### src/rtl/csg_pkg.sv
`timescale 1ns / 1ps
// ----------------------------------------------------------------------------
// csg_pkg: shared types and constants for the CSR sparse GEMV block
// Item kinds, the front-to-back queue word and storage sizes.
// ----------------------------------------------------------------------------
package csg_pkg;

  // Storage sizes
  localparam int unsigned X_DEPTH     = 1024;
  localparam int unsigned MAX_ROWS    = 65536;
  localparam int unsigned XAW         = $clog2(X_DEPTH);
  localparam int unsigned RW          = $clog2(MAX_ROWS);
  localparam int unsigned QUEUE_DEPTH = 4;
  localparam int unsigned QAW         = $clog2(QUEUE_DEPTH);

  // Field widths
  localparam int unsigned KIND_W = 2;
  localparam int unsigned COL_W  = 10;
  localparam int unsigned DATA_W = 32;
  localparam int unsigned ROW_W  = 16;

  // Reset values of the gain registers (Q16.16)
  localparam logic [DATA_W-1:0] ALPHA_RESET = 32'h0001_0000;
  localparam logic [DATA_W-1:0] BETA_RESET  = 32'h0000_0000;

  // Register addresses (byte address bit 2 picks the register)
  localparam logic REG_ALPHA = 1'b0;
  localparam logic REG_BETA  = 1'b1;

  // Input word kinds; code 3 is unused
  typedef enum logic [KIND_W-1:0] {
    KIND_LOAD  = 2'd0,
    KIND_ENTRY = 2'd1,
    KIND_CLOSE = 2'd2
  } kind_e;

  // Word handed from the front to the back
  typedef struct packed {
    logic                     close;
    logic signed [DATA_W-1:0] value;
    logic signed [DATA_W-1:0] x_val;
  } q_word_t;

endpackage

### src/rtl/csg_queue.sv
`timescale 1ns / 1ps
// ----------------------------------------------------------------------------
// csg_queue: short queue between front and back
// Small circular buffer of queue words with a fill count.
// ----------------------------------------------------------------------------
module csg_queue import csg_pkg::*; (
  input  logic    clk_i,
  input  logic    rst_ni,
  input  logic    push_i,
  input  q_word_t word_i,
  output logic    full_o,
  output logic    valid_o,
  input  logic    pop_i,
  output q_word_t word_o
);

  q_word_t          buf_mem [QUEUE_DEPTH];
  logic [QAW-1:0]   wr_ptr_q, rd_ptr_q;
  logic [QAW:0]     count_q, count_d;

  assign full_o  = (count_q == (QAW+1)'(QUEUE_DEPTH));
  assign valid_o = (count_q != '0);
  assign word_o  = buf_mem[rd_ptr_q];

  always_comb begin
    count_d = count_q;
    if (push_i && !pop_i) begin
      count_d = count_q + 1'b1;
    end else if (pop_i && !push_i) begin
      count_d = count_q - 1'b1;
    end
  end

  always_ff @(posedge clk_i or negedge rst_ni) begin
    if (!rst_ni) begin
      wr_ptr_q <= '0;
      rd_ptr_q <= '0;
      count_q  <= '0;
    end else begin
      count_q <= count_d;
      if (push_i) begin
        wr_ptr_q <= (wr_ptr_q == QAW'(QUEUE_DEPTH-1)) ? '0 : wr_ptr_q + 1'b1;
      end
      if (pop_i) begin
        rd_ptr_q <= (rd_ptr_q == QAW'(QUEUE_DEPTH-1)) ? '0 : rd_ptr_q + 1'b1;
      end
    end
  end

  always_ff @(posedge clk_i) begin
    if (push_i) begin
      buf_mem[wr_ptr_q] <= word_i;
    end
  end

endmodule

### config.mk
export PLATFORM = sky130hd
export DESIGN_NAME = csg_queue
export DESIGN_NICKNAME = d
export VERILOG_FILES = /design/src/rtl/csg_pkg.sv /design/src/rtl/csg_queue.sv
export SDC_FILE = /design/constraint.sdc
export NUM_CORES = 1
export LEC_CHECK = 0
export ABC_CLOCK_PERIOD_IN_PS = 6200
export BUFFER_PORTS_ARGS = -buffer_cell sky130_fd_sc_hd__buf_2
export CAP_MARGIN = 0
export CELL_PAD_IN_SITES_DETAIL_PLACEMENT = 1
export CELL_PAD_IN_SITES_GLOBAL_PLACEMENT = 2
export CORE_MARGIN = 1
export CORE_UTILIZATION = 30
export CTS_CLUSTER_SIZE = 10
export DETAILED_ROUTE_END_ITERATION = 8
export PLACE_DENSITY_LB_ADDON = 0.1
export SETUP_SLACK_MARGIN = 0.15
export SYNTH_ARGS = -nofsm -noshare
export SYNTH_HDL_FRONTEND = slang
export SYNTH_SLANG_ARGS = --single-unit
### constraint.sdc
create_clock -name clk_i -period 6.2 [get_ports clk_i]
set_input_delay 0.93 -clock clk_i [delete_from_list [all_inputs] [get_ports clk_i]]
set_output_delay 0.93 -clock clk_i [all_outputs]
set_load 0.05 [all_outputs]
==> run metrics <==
CP startpoint kind=flop; GRT Util Overall=12.42%; Rows=65; Final nets=614; Post-synth ARST share=2.622%; number of buffer and inverter stages on the critical path=2; final hold viol count=0; Setup CP Type=reg2out; Clock Tree Root=clkbuf_16; most frequent cells in the layout=260 x edfxtp_1, 135 x buf_2, 65 x mux4_2; Pleak=a little over 4 nW; r2r setup slk=4030 ps; Total Wirelength=roughly 20,000 um; Ys Warns=0; final setup fails=0; later-pin clock latency in the skew report=just under 500 ps; IO Pins=136; initial DRC count=roughly 250; DRT Pass-1 Iters=6; clk sinks=267; Max Clock Freq=around 260 MHz; Net Sw Power=~2.4 mW; Final GP Congestion=~0.69; number of global-route vias before repair=5,116; Mapped Area=0.009831 mm^2; CTS Hold Buffers Added=0; IO Port Bufs=135; Critical Path Start=rd_ptr_q[0]; switching part of the total=37.19%; clock slew at the register clock pins of the worst setup and hold paths=50 ps; H-tree levels=2; DRC=0; post-synthesis net count=453; DR vias=4,434; starting density of the core=30.84%; Crit-path slowest cell=dfrtp_4; TritonCTS buffer count=34; crit-path max FO=43; Worst EP arrival=2990 ps; worst rel slew slack=26.29%; antenna-violating nets left=0; setup TNS=0 ps; Core Box Area=around 0.032 mm^2; worst vdd ir=240.4 uV; hold_ws=275.9 ps; worst slew pin tran=1106 ps; CP endpoint=word_o[8]; largest net degree at the start of global routing=68; Slew Limit Fails=0; RR Startpoint=wr_ptr_q[0]; min cycle time layout=between 3000 and 4000 ps; Clk network pwr share=26.7%; Max clock buf depth=3; die area=roughly 0.033 mm^2; cell family with most CP delay=flip-flops; first-pass GRT wire length=30,550 um; RSZ-0062 raised after global routing=false; cells on worst reg2reg path=4; antenna violations before repair=3; Avg Cell Area, Syn=26.08 um^2; Layout area overhead=21.47%; Max-Cap Viols=0; CP peak stage delay=just over 1000 ps; Worst Setup End Kind=primary output; Power Dens Cells=542.5 mW/mm^2; EDFF count, synth=260; WP data required=5270 ps; sequential share of power=about two fifths; layout cells sized above 1=45.65%; combinational power share=33.5%; vias per inst=4.488; Synth Flop Type=edfxtp_1; wire per inst=20.25 um; cts repair resizes=0; run status=complete, no violations; sequential area share after synthesis=approximately four fifths; area post-placement=0.01096 mm^2; Cell Chain, Critical Path=buf_4 -> mux4_2 -> buf_2; crit share post-route=a little over three fifths; Synth Instances=377; synth unique cells=20; Yosys reg bits=267; Die X=about 180 um; Worst path depth=3; CTS tree=done; Final Instance Area=0.01194 mm^2; Hold WC Path Type=in2async; commonest non-fill, non-tap cell in the layout=edfxtp_1; clock skew=8.826 ps; number of setup buffers added after CTS=0; internal power=between 4 and 5 mW; Final HPWL DP=11,570 um; Die H=around 180 um; total grt overflow=0; RR Endpoint=buf_mem[0][39]
-- synthesized netlist by cell type, types with 2 or more instances --
library cell	number	share of area, %
and2_1	4	0.25
buf_12	4	0.81
xor2_1	2	0.18
buf_2	5	0.25
nor2_1	3	0.11
o21ai_0	2	0.10
mux2_2	3	0.34
edfxtp_1	260	79
clkbuf_1	2	0.076
dfrtp_1	7	1.8
nand2_1	2	0.076
inv_1	4	0.15
ha_1	6	0.76
mux4_2	65	15
buf_4	3	0.23
-- routing by layer --
layer	part of all wire (%)	global-route usage [%]
met5	0.11	0
met4	1.9	4.033
met3	6.0	3.455
met2	48	19.92
met1	44	16.34
-- registers in the layout, indices dropped and copies added, names as in the netlist --
signal and cells:
buf_mem 260, count_q 3, rd_ptr_q 2, wr_ptr_q 2
-- worst min-delay path by stage --
stage / start / endpoint / slack [ps] / depth (start not counted)
5_1_grt: rst_ni / count_q[0] / 260 / 1
3_3_place_gp: count_q[2] / count_q[2] / 470 / 1
6_report: rst_ni / count_q[0] / 280 / 1
4_1_cts: rst_ni / count_q[2] / 260 / 1
3_5_place_dp: count_q[2] / count_q[2] / 470 / 1
2_1_floorplan: count_q[2] / count_q[2] / 450 / 1
-- cell type report --
type | count | area (um^2)
Clock buffer | 46 | 959.7
Antenna cell | 1 | 2.502
Multi-Input combinational cell | 91 | 1697
Inverter | 4 | 15.01
Sequential cell | 267 | 7990
Clock inverter | 4 | 20.02
Timing Repair Buffer | 140 | 713.2
Fill cell | 3130 | 19940
Tap cell | 435 | 544.3
-- through the flow --
| stage | util, % | worst slack [ps] | power (mW) | instances |
|---|---|---|---|---|
| final | 37.46 | 2281 | 6.478 | 988 |
| after global routing | 37.45 | 1993 | 6.790 | 987 |
| after CTS | 37.45 | 2105 | 6.616 | 987 |
| after detailed placement | 34.38 | 2634 | 4.851 | 937 |
| after global placement | 34.38 | 2650 | 4.823 | 937 |
| after floorplan | - | 3311 | 4.342 | 377 |
-- cells by family (layout without fill, tap and decap cells) --
logic type	count (synthesis)	after routing	synth area share [%]
AOI/OAI and AO/OA	2	2	0.1018
xor gates and xnor gates	3	3	0.2673
adders and majority gates	7	7	0.9673
buffers and inverters	19	194	1.642
DFF	267	267	81.20
muxes	68	68	15.23
other	0	1	0
and+or+nand+nor	11	11	0.5855
-- power groups by stage --
stage / combinational [mW] / clock (mW) / sequential [mW]
2_1_floorplan: 1.93 / 0 / 2.42
3_3_place_gp: 2.20 / 0 / 2.62
3_5_place_dp: 2.22 / 0 / 2.64
4_1_cts: 2.22 / 1.80 / 2.60
5_1_grt: 2.29 / 1.86 / 2.64
6_report: 2.17 / 1.73 / 2.58
(Power assumes the default switching activity.)
